--- src/rtl/usb_bot_pkg.sv ---
// ----------------------------------------------------------------------------
// USB bulk-only transport package
// Item and result words, opcodes, reply and request codes, wrapper constants.
// ----------------------------------------------------------------------------
package usb_bot_pkg;

    localparam logic [2:0] OP_HOST_OUT  = 3'd0;
    localparam logic [2:0] OP_HOST_IN   = 3'd1;
    localparam logic [2:0] OP_CHUNK_RDY = 3'd2;
    localparam logic [2:0] OP_SCSI_DONE = 3'd3;
    localparam logic [2:0] OP_RESET     = 3'd4;
    localparam logic [2:0] OP_CANCEL    = 3'd5;

    localparam logic [2:0] RK_NONE     = 3'd0;
    localparam logic [2:0] RK_ACCEPT   = 3'd1;
    localparam logic [2:0] RK_STALL    = 3'd2;
    localparam logic [2:0] RK_DEFER    = 3'd3;
    localparam logic [2:0] RK_FINISHED = 3'd4;

    localparam logic [2:0] SR_NONE       = 3'd0;
    localparam logic [2:0] SR_CMD_READ   = 3'd1;
    localparam logic [2:0] SR_CMD_WRITE  = 3'd2;
    localparam logic [2:0] SR_CMD_ONLY   = 3'd3;
    localparam logic [2:0] SR_READ_NEXT  = 3'd4;
    localparam logic [2:0] SR_WRITE_NEXT = 3'd5;

    localparam logic [1:0] PH_CMD  = 2'd0;
    localparam logic [1:0] PH_DOUT = 2'd1;
    localparam logic [1:0] PH_DIN  = 2'd2;
    localparam logic [1:0] PH_STAT = 2'd3;

    localparam logic [3:0]  EP_BULK_OUT = 4'd2;
    localparam logic [3:0]  EP_BULK_IN  = 4'd1;
    localparam logic [31:0] CBW_SIG     = 32'h4342_5355;
    localparam logic [15:0] CBW_LEN     = 16'd31;
    localparam logic [15:0] CSW_LEN     = 16'd13;
    localparam int          DIR_IN_BIT  = 7;

    typedef struct packed {
        logic [2:0]  opcode;
        logic [3:0]  endpoint;
        logic [15:0] packet_len;
        logic [31:0] cbw_signature;
        logic [31:0] cbw_tag;
        logic [31:0] cbw_data_len;
        logic [7:0]  cbw_flags;
        logic [3:0]  cbw_lun;
        logic [31:0] scsi_arg;
    } bot_item_t;

    typedef struct packed {
        logic [2:0]  reply_kind;
        logic [15:0] reply_len;
        logic [2:0]  scsi_request;
        logic [3:0]  lun_out;
        logic [15:0] copy_len;
        logic        copy_to_host;
        logic [15:0] host_offset;
        logic [15:0] zero_fill_len;
        logic        csw_valid;
        logic [31:0] csw_tag;
        logic [31:0] csw_residue;
        logic        csw_status;
    } bot_result_t;

    typedef struct packed {
        logic [15:0] host_left;
        logic [15:0] host_pos;
        logic [31:0] chunk_left;
        logic [31:0] expected_left;
        logic [15:0] n;
        logic [2:0]  req;
    } bot_move_t;

endpackage

--- src/rtl/usb_bulk_only_transport_engine.sv ---
// ----------------------------------------------------------------------------
// USB bulk-only transport engine
// Phase tracking, wrapper checks, copy lengths and status wrapper fields.
// ----------------------------------------------------------------------------
// One word is taken per clock while the consumer takes results, and each word
// gives one result word. A word is held in an input register, decoded against
// the phase, tag, length and packet-waiting state in a single step of logic,
// and its result is loaded into an output register once that register is free,
// from which it is offered to the consumer. The state is written in that
// same step, so the next word sees it at once. The output register holds a
// result while the consumer stalls and the input register takes one more word
// behind it.
module usb_bulk_only_transport_engine
    import usb_bot_pkg::*;
(
    input  logic        clk,
    input  logic        rst_n,
    input  logic        item_valid,
    output logic        item_ready,
    input  bot_item_t   item,
    output logic        result_valid,
    input  logic        result_ready,
    output bot_result_t result
);

    logic        in_valid_reg;
    bot_item_t   in_reg;
    logic        out_valid_reg;
    bot_result_t out_reg;
    logic        fire;

    logic [1:0]  phase_reg,         phase_next;
    logic [31:0] cmd_tag_reg,       cmd_tag_next;
    logic [31:0] expected_left_reg, expected_left_next;
    logic [31:0] residue_count_reg, residue_count_next;
    logic        cmd_failed_reg,    cmd_failed_next;
    logic [31:0] chunk_left_reg,    chunk_left_next;
    logic [15:0] host_left_reg,     host_left_next;
    logic [15:0] host_pos_reg,      host_pos_next;
    logic        packet_waiting_reg, packet_waiting_next;
    bot_result_t res_next;

    function automatic bot_move_t bot_move(input logic [1:0] ph, input logic [15:0] hl,
                                           input logic [15:0] hp, input logic [31:0] chk,
                                           input logic [31:0] expl);
        bot_move_t m;
        m.n = (chk < {16'd0, hl}) ? chk[15:0] : hl;
        m.host_left = hl - m.n;
        m.host_pos = hp + m.n;
        m.chunk_left = chk - {16'd0, m.n};
        m.expected_left = expl - {16'd0, m.n};
        m.req = SR_NONE;
        if (m.chunk_left == 32'd0)
        begin
            if (ph == PH_DIN)
                m.req = SR_READ_NEXT;
            else if (ph == PH_DOUT)
                m.req = SR_WRITE_NEXT;
        end
        return m;
    endfunction

    assign fire = in_valid_reg && (!out_valid_reg || result_ready);
    assign item_ready = !in_valid_reg || fire;
    assign result_valid = out_valid_reg;
    assign result = out_reg;

    always_comb
    begin
        logic [1:0]  ph;
        logic [31:0] expl;
        logic [31:0] res;
        logic        fail;
        logic [31:0] chk;
        logic [15:0] hl;
        logic [15:0] hp;
        logic        pw;
        logic        dp;
        logic [15:0] dp_len;
        logic        put_csw;
        bot_move_t   m;
        bot_result_t r;

        ph = phase_reg;
        expl = expected_left_reg;
        res = residue_count_reg;
        fail = cmd_failed_reg;
        chk = chunk_left_reg;
        hl = host_left_reg;
        hp = host_pos_reg;
        pw = packet_waiting_reg;
        dp = 1'b0;
        dp_len = in_reg.packet_len;
        put_csw = 1'b0;
        cmd_tag_next = cmd_tag_reg;
        r = '0;
        m = '0;

        case (in_reg.opcode)
            OP_HOST_OUT:
            begin
                if (in_reg.endpoint != EP_BULK_OUT)
                    r.reply_kind = RK_STALL;
                else if (ph == PH_CMD)
                begin
                    if (in_reg.packet_len != CBW_LEN || in_reg.cbw_signature != CBW_SIG)
                        r.reply_kind = RK_STALL;
                    else
                    begin
                        cmd_tag_next = in_reg.cbw_tag;
                        expl = in_reg.cbw_data_len;
                        if (in_reg.cbw_data_len == 32'd0)
                        begin
                            ph = PH_STAT;
                            r.scsi_request = SR_CMD_ONLY;
                        end
                        else if (in_reg.cbw_flags[DIR_IN_BIT])
                        begin
                            ph = PH_DIN;
                            r.scsi_request = SR_CMD_READ;
                        end
                        else
                        begin
                            ph = PH_DOUT;
                            r.scsi_request = SR_CMD_WRITE;
                        end
                        r.lun_out = in_reg.cbw_lun;
                        res = 32'd0;
                        r.reply_len = in_reg.packet_len;
                        r.reply_kind = RK_ACCEPT;
                    end
                end
                else if (ph == PH_DOUT)
                begin
                    if ({16'd0, in_reg.packet_len} > expl)
                        r.reply_kind = RK_STALL;
                    else
                        dp = 1'b1;
                end
                else
                    r.reply_kind = RK_STALL;
            end
            OP_HOST_IN:
            begin
                if (in_reg.endpoint != EP_BULK_IN)
                    r.reply_kind = RK_STALL;
                else if (ph == PH_DOUT)
                begin
                    if (expl != 32'd0 && in_reg.packet_len == CSW_LEN)
                    begin
                        put_csw = 1'b1;
                        r.reply_len = CSW_LEN;
                        r.reply_kind = RK_ACCEPT;
                    end
                    else if (expl != 32'd0 || in_reg.packet_len < CSW_LEN)
                        r.reply_kind = RK_STALL;
                    else
                    begin
                        hp = '0;
                        hl = '0;
                        pw = 1'b1;
                        r.reply_kind = RK_DEFER;
                    end
                end
                else if (ph == PH_STAT)
                begin
                    r.reply_kind = RK_ACCEPT;
                    if (in_reg.packet_len >= CSW_LEN)
                    begin
                        put_csw = 1'b1;
                        ph = PH_CMD;
                        r.reply_len = CSW_LEN;
                    end
                end
                else if (ph == PH_DIN)
                begin
                    if ({16'd0, in_reg.packet_len} > expl)
                        dp_len = expl[15:0];
                    dp = 1'b1;
                end
                else
                    r.reply_kind = RK_STALL;
            end
            OP_CHUNK_RDY:
            begin
                chk = in_reg.scsi_arg;
                if (pw)
                begin
                    r.host_offset = hp;
                    m = bot_move(ph, hl, hp, chk, expl);
                    r.copy_len = m.n;
                    r.copy_to_host = (ph == PH_DIN);
                    r.scsi_request = m.req;
                    hl = m.host_left;
                    hp = m.host_pos;
                    chk = m.chunk_left;
                    expl = m.expected_left;
                    if (hl == 16'd0)
                    begin
                        pw = 1'b0;
                        r.reply_len = hp;
                        r.reply_kind = RK_FINISHED;
                    end
                end
            end
            OP_SCSI_DONE:
            begin
                res = expl;
                fail = (in_reg.scsi_arg != 32'd0);
                if (pw)
                begin
                    if (expl == 32'd0 && ph == PH_DOUT)
                    begin
                        put_csw = 1'b1;
                        ph = PH_CMD;
                        r.reply_len = CSW_LEN;
                    end
                    else
                    begin
                        r.host_offset = hp;
                        r.reply_len = hp + hl;
                        if (expl != 32'd0)
                        begin
                            expl = expl - {16'd0, hl};
                            if (ph == PH_DIN)
                                r.zero_fill_len = hl;
                            hl = '0;
                        end
                        if (expl == 32'd0)
                            ph = PH_STAT;
                    end
                    pw = 1'b0;
                    r.reply_kind = RK_FINISHED;
                end
                else if (expl == 32'd0)
                    ph = PH_STAT;
            end
            OP_RESET:
                ph = PH_CMD;
            OP_CANCEL:
            begin
                pw = 1'b0;
                chk = '0;
            end
            default:
            begin
            end
        endcase

        if (dp)
        begin
            hp = '0;
            hl = dp_len;
            if (chk != 32'd0)
            begin
                m = bot_move(ph, hl, hp, chk, expl);
                r.copy_len = m.n;
                r.copy_to_host = (ph == PH_DIN);
                r.scsi_request = m.req;
                hl = m.host_left;
                hp = m.host_pos;
                chk = m.chunk_left;
                expl = m.expected_left;
            end
            if (res != 32'd0 && hl != 16'd0)
            begin
                expl = expl - {16'd0, hl};
                if (ph == PH_DIN)
                    r.zero_fill_len = hl;
                if (expl == 32'd0)
                    ph = PH_STAT;
                hl = '0;
            end
            if (hl != 16'd0)
            begin
                pw = 1'b1;
                r.reply_kind = RK_DEFER;
            end
            else
            begin
                r.reply_len = dp_len;
                r.reply_kind = RK_ACCEPT;
            end
        end

        if (put_csw)
        begin
            r.csw_valid = 1'b1;
            r.csw_tag = cmd_tag_reg;
            r.csw_residue = res;
            r.csw_status = fail;
        end

        phase_next = ph;
        expected_left_next = expl;
        residue_count_next = res;
        cmd_failed_next = fail;
        chunk_left_next = chk;
        host_left_next = hl;
        host_pos_next = hp;
        packet_waiting_next = pw;
        res_next = r;
    end

    always_ff @(posedge clk or negedge rst_n)
    begin
        if (!rst_n)
        begin
            in_valid_reg <= 1'b0;
            out_valid_reg <= 1'b0;
            phase_reg <= PH_CMD;
            cmd_tag_reg <= '0;
            expected_left_reg <= '0;
            residue_count_reg <= '0;
            cmd_failed_reg <= 1'b0;
            chunk_left_reg <= '0;
            host_left_reg <= '0;
            host_pos_reg <= '0;
            packet_waiting_reg <= 1'b0;
        end
        else
        begin
            if (item_ready)
                in_valid_reg <= item_valid;
            if (fire)
                out_valid_reg <= 1'b1;
            else if (result_ready)
                out_valid_reg <= 1'b0;
            if (fire)
            begin
                phase_reg <= phase_next;
                cmd_tag_reg <= cmd_tag_next;
                expected_left_reg <= expected_left_next;
                residue_count_reg <= residue_count_next;
                cmd_failed_reg <= cmd_failed_next;
                chunk_left_reg <= chunk_left_next;
                host_left_reg <= host_left_next;
                host_pos_reg <= host_pos_next;
                packet_waiting_reg <= packet_waiting_next;
            end
        end
    end

    always_ff @(posedge clk)
    begin
        if (item_ready && item_valid)
            in_reg <= item;
        if (fire)
            out_reg <= res_next;
    end

endmodule

--- config.mk ---
export PLATFORM = sky130hd
export DESIGN_NAME = usb_bulk_only_transport_engine
export DESIGN_NICKNAME = d
export VERILOG_FILES = /design/src/rtl/usb_bot_pkg.sv /design/src/rtl/usb_bulk_only_transport_engine.sv
export SDC_FILE = /design/constraint.sdc
export NUM_CORES = 1
export LEC_CHECK = 0
export BUFFER_PORTS_ARGS = -buffer_cell sky130_fd_sc_hd__buf_4
export CORE_AREA = 2 2 190 332
export CTS_CLUSTER_SIZE = 28
export DETAILED_ROUTE_END_ITERATION = 10
export DIE_AREA = 0 0 192 334
export PLACE_DENSITY = 0.79
export RECOVER_POWER = 25
export SLEW_MARGIN = 20
export SYNTH_ARGS = -nofsm -noshare
export SYNTH_HDL_FRONTEND = slang
export SYNTH_SLANG_ARGS = --single-unit
--- constraint.sdc ---
create_clock -name clk -period 13.1 [get_ports clk]
set_input_delay 0.655 -clock clk [delete_from_list [all_inputs] [get_ports clk]]
set_output_delay 0.655 -clock clk [all_outputs]
set_load 0.01 [all_outputs]
---- Word level (Yosys, flattened, before mapping) ----
Index checks and enable logic that the tools add are counted.
cells by class
  $add $sub $neg .......................... 10
  multiplexer cells ....................... 145
  reduce and logical (&&, ||, !) cells .... 34
  $lt $le $gt $ge ......................... 5
  bitwise operators ....................... 4
  equal/unequal tests ..................... 23
operators by type and width
  kind                  number
  $mux 32               22
  $mux 16               34
  $logic_not 32->1      6
  $sub 32x16->32        6
  $pmux 32 s2           2
  $reduce_bool 32->1    4
  $pmux 32 s3           1
  $pmux 19 s4           1
  $mux 23               3
  $mux 66               1
  $lt 32x16->1          2
  $pmux 16 s2           2
  $mux 19               3
  $mux 17               3
  $mux 2                24
  $pmux 16 s3           1
  $mux 22               2
  $mux 3                11
  $mux 33               1
  $add 16x16->16        2
  $gt 16x32->1          1
  $ne 32x31->1 const B  1
  $reduce_bool 16->1    2
  $sub 16x16->16        2
  33 further kinds      84
storage, ports and cells
  bits in registers ....................... 470
  output and inout port bits .............. 143
  logic and storage cells ................. 253

---- Depth between registers and ports, before layout ----
  depth in word-level cells ............... 19
  gate-level depth with buffers ........... 68
  mapped depth without buffers ............ 62

---- Least setup slack after synthesis ----
OpenSTA, ideal clock, no wires.
  path kind ............................... register -> register
  start ................................... register host_left_reg[1]
  end ..................................... register expected_left_reg[30]
  slack ................................... -1.246 ns
  setup time .............................. 0.070 ns
  path buffers ............................ 6
  arrival time ............................ 14.277 ns
  stages on the path, launching flop included .. 67
  cell sequence ........................... dfrtp_1 inv_1 ha_1 a21o_1 a21o_1 a21o_1 a21o_1 a21o_1 a21o_1 a21o_1 a21oi_1 o22ai_1 o41ai_1 clkbuf_1 clkbuf_1 o21ai_0 ha_1 fa_1 (+31 left out) a21oi_1 or3_1 a31oi_1 nor2_1 ha_1 nand3_1 nand2_1 a41oi_1 nor4b_1 o31a_1 nor2_1 a211oi_1 nand3_1 nor3_2 nand4b_1 or3_1 or4_1 nand3_1
on the way
  cells in the longest elaborated chain, start to end .. 14
RTL lines
  item                                                                   RTL line                               source
  start, declared                                                        usb_bulk_only_transport_engine.sv:38   logic [15:0] host_left_reg, host_left_next;
  start signal, assigned                                                 usb_bulk_only_transport_engine.sv:337  host_left_reg <= host_left_next;
  parallel branches: the longest is 13 deep, another holds $lt 32x16->1  --
  $mux 32 *                                                              usb_bulk_only_transport_engine.sv:250  if (dp)
  end signal, assigned                                                   usb_bulk_only_transport_engine.sv:333  expected_left_reg <= expected_left_next;
  end, declared                                                          usb_bulk_only_transport_engine.sv:34   logic [31:0] expected_left_reg, expected_left_next;
Every way passes the cells marked *. The select of a mux whose other input is x is not followed.
A chain may end at the register's enable or synchronous reset.

---- Worst setup path after layout ----
  start ................................... register in_reg[1] (netlist bit)
  end ..................................... register expected_left_reg[30]
on the way
  cells in the longest elaborated chain, start to end .. 14
RTL lines
  item                                                                   RTL line                               source
  start, declared                                                        usb_bulk_only_transport_engine.sv:27   bot_item_t in_reg;
  start signal, assigned                                                 usb_bulk_only_transport_engine.sv:347  in_reg <= item;
  parallel branches: the longest is 13 deep, another holds $lt 32x16->1  --
  $mux 32 *                                                              usb_bulk_only_transport_engine.sv:250
Marks and branches as above.

==> impl_metrics.ini <==
[cells_and_area]
layout.cells.most_common_list = buf_4, nand2_1, edfxtp_1
largest_reg_flops = 156
layout_commonest_cell = buf_4
syn_to_final_growth_pct = 21.83
layout-drive-gt1-share_pct = 21.89
nets = 4541

[flow_run]
maxCapViolations = 3

[routing]
routedWlPerCell_um = 31.93
vias = 34100
postRouteAntennaNets = 0
drtPass1Iterations = 8
drcViolationCount = 0
viasPerCell = 6.811
routed_wl_um = 159800
drt_iter0_drc = 3518

[status]
status = finished, violations left
violations = capacitance limit, slew limit

[timing]
worst_clock_skew_ns = 0.02116
setup_tns_ns = 0
fin_crit_sh_pct = 95.63
hold_violations = 0
drv_slew = 110
tightest_slew_ns = 3.130
maxSlewHeadroom_pct = -108.7
whs_ns = 0.1966
setup_viol = 0
period_minus_slack_ns = 12.53
fmax_mhz = 79.83

[floorplan]
initial_core_util_pct = 54.08
die_w_um = 192
die-area_mm2 = 0.06413
ioPinCount = 310
die_y_um = 334
num_rows = 121
core_area_mm2 = 0.06177

[yosys]
synthXorXnorAreaFrac_pct = 4.637
synth_fa_ha_area_share_pct = 8.288
yosysWarnings = 0
ys.flop_type = edfxtp_1
syn_inst = 3624
avgSynthCellArea_um2 = 9.218
synth_top_family_by_area = compound AO/OA/AOI/OAI gates
synth.distinct_cells = 124
ys_ff_latch = 463
syn_area_mm2 = 0.03341
synth_compound_area_share_pct = 21.57
synthMuxAreaShare_pct = 3.255
synth_simple_gate_area_share_pct = 18.87
syn-num-nets = 4003
synth_edf_count = 297
synthArstFlopShare_pct = 35.85
synth_seq_area_share_pct = 39.13

[critical_path]
worst_setup_path_start_kind = register
reg2reg_slack_ns = 0.57
crit_path_frequent_cell = a21o_1
reg2reg_from = in_reg[1]
worstSetupEndpointType = register
r2r-end = expected_left_reg[30]
reg2reg_depth = 56
cp.required_ns = 13.67
path_class = register to register
crit_fanout = 28
path_buf_inv = 7
arrival_ns = 13.10
max_stage_delay_ns = 0.48
crit_family = compound AO/OA/AOI/OAI gates
slowest_stage = or4_1

[global_routing]
grt_pass1_vias = 33770
grt_max_degree = 76
grtUsageTotal_pct = 50.12
gr-total-overflow = 0
antenna_found_initial = 13
grt_pass1_wl_um = 227700

[clocking]
cts_inserted_buffers = 45
htreeDepth = 2
cts.clk_slew.worst_paths_ns = 0.08
cts_tree = built
root_buffer = clkbuf_16
cts.sinks = 463
insertion_delay_ns = 0.65
clockBufferDepth = 3

[placed_design]
routabilityCongestion = 1.069
dp_hpwl_um = 117600
portBuffers = 302

[hold_path]
min_to = in_reg[74]
worstHoldPathType = primary input to register
hold_start = item[74]
hold_path_depth = 1

[power_and_ir_drop]
powerDensity_mw_per_mm2 = 222.6
static-leakage-power_nw = 17.02
ir_drop_uv = 211.7
==> synth_stat cells (65+ instances only) <==
cell	number	area, µm²
nand2_1	320	1201
inv_1	164	615.6
edfxtp_1	297	8919
nand3_1	102	510.5
and2_1	74	462.9
dfrtp_1	166	4154
nor4_1	65	406.6
a21oi_1	281	1406
xnor2_1	112	980.9
ha_1	202	2527
nor2_1	284	1066
nor3_1	88	440.4
o21ai_0	205	1026
clkbuf_1	137	514.2
==> where the power goes <==
group          switching, mW  internal [mW]  total [mW]  leakage [nW]
Sequential             0.238           1.78        2.02          5.06
Clock                  0.627          0.770        1.40         0.734
Combinational           3.41           2.23        5.65          11.2
Total                   4.28           4.78        9.06          17.0
==> worst register-to-register path: cells and delay by family (launching register included) <==
kind | cells | cell delay, ns
simple gates | 15 | 3.04
buf+inv | 7 | 1.31
xor+xnor | 1 | 0.10
flops | 1 | 0.39
fa+ha+maj | 5 | 1.59
compound gates | 26 | 5.68
mux | 2 | 0.36
==> worst max path at each step <==
| stage | to | startpoint | depth (start not counted) |
|---|---|---|---|
| final | expected_left_reg[30] | in_reg[1] | 56 |
| after global routing | expected_left_reg[30] | host_left_reg[1] | 67 |
| after CTS | expected_left_reg[30] | in_reg[1] | 63 |
| after detailed placement | expected_left_reg[30] | in_reg[1] | 63 |
| after global placement | expected_left_reg[30] | in_reg[1] | 64 |
| after floorplan | expected_left_reg[30] | host_left_reg[1] | 66 |
==> kinds of logic (layout without fill, tap and decap cells) <==
logic type,count (synthesis),after routing
adder cells (fa/ha/maj),216,216
multiplexers,100,100
XOR/XNOR,176,176
buffers and inverters,353,928
other,0,8
flip-flops,463,463
AO/OA/AOI/OAI,1081,1081
AND/OR/NAND/NOR,1235,1235
==> per-stage QoR <==
step                power, mW  worst slack [ns]  util, %  cell area (µm²)  cells
finish                  9.061            0.5730    65.89            40700   5006
global route            9.475           -0.1385    65.86            40680   4999
CTS                     8.649           0.08901    65.18            40260   4981
detailed placement      7.238            0.1838    62.68            38720   4896
global placement        7.183            0.3306    62.68            38720   4896
floorplan               5.190          0.002725        -            33460   3624
==> area by class of cell <==
type	instances	area [µm²]
fillers	5217	21070
multi-input cells	2808	19340
flip-flops and latches	463	13070
repair buffers	671	5079
clock buffers	57	1222
well taps	799	999.7
inverters	173	654.4
clock inverters	27	314.1
diodes	8	20.02
==> metal layers <==
layer,global-route usage (%),routed length (µm),up-vias
li1,-,-,14660
met1,48.47,48040,16300
met2,79.20,73400,2191
met3,18.31,16920,939
met4,52.12,21420,8
met5,0.1570,57,-
==> repair_timing <==
action	CTS	global route
hold buffers	1	0
hold endpoints to repair	21	0
setup endpoints to repair	0	21
resized for setup	0	51
setup buffers	0	11
No activity file was read; power rests on OpenSTA's default activity.
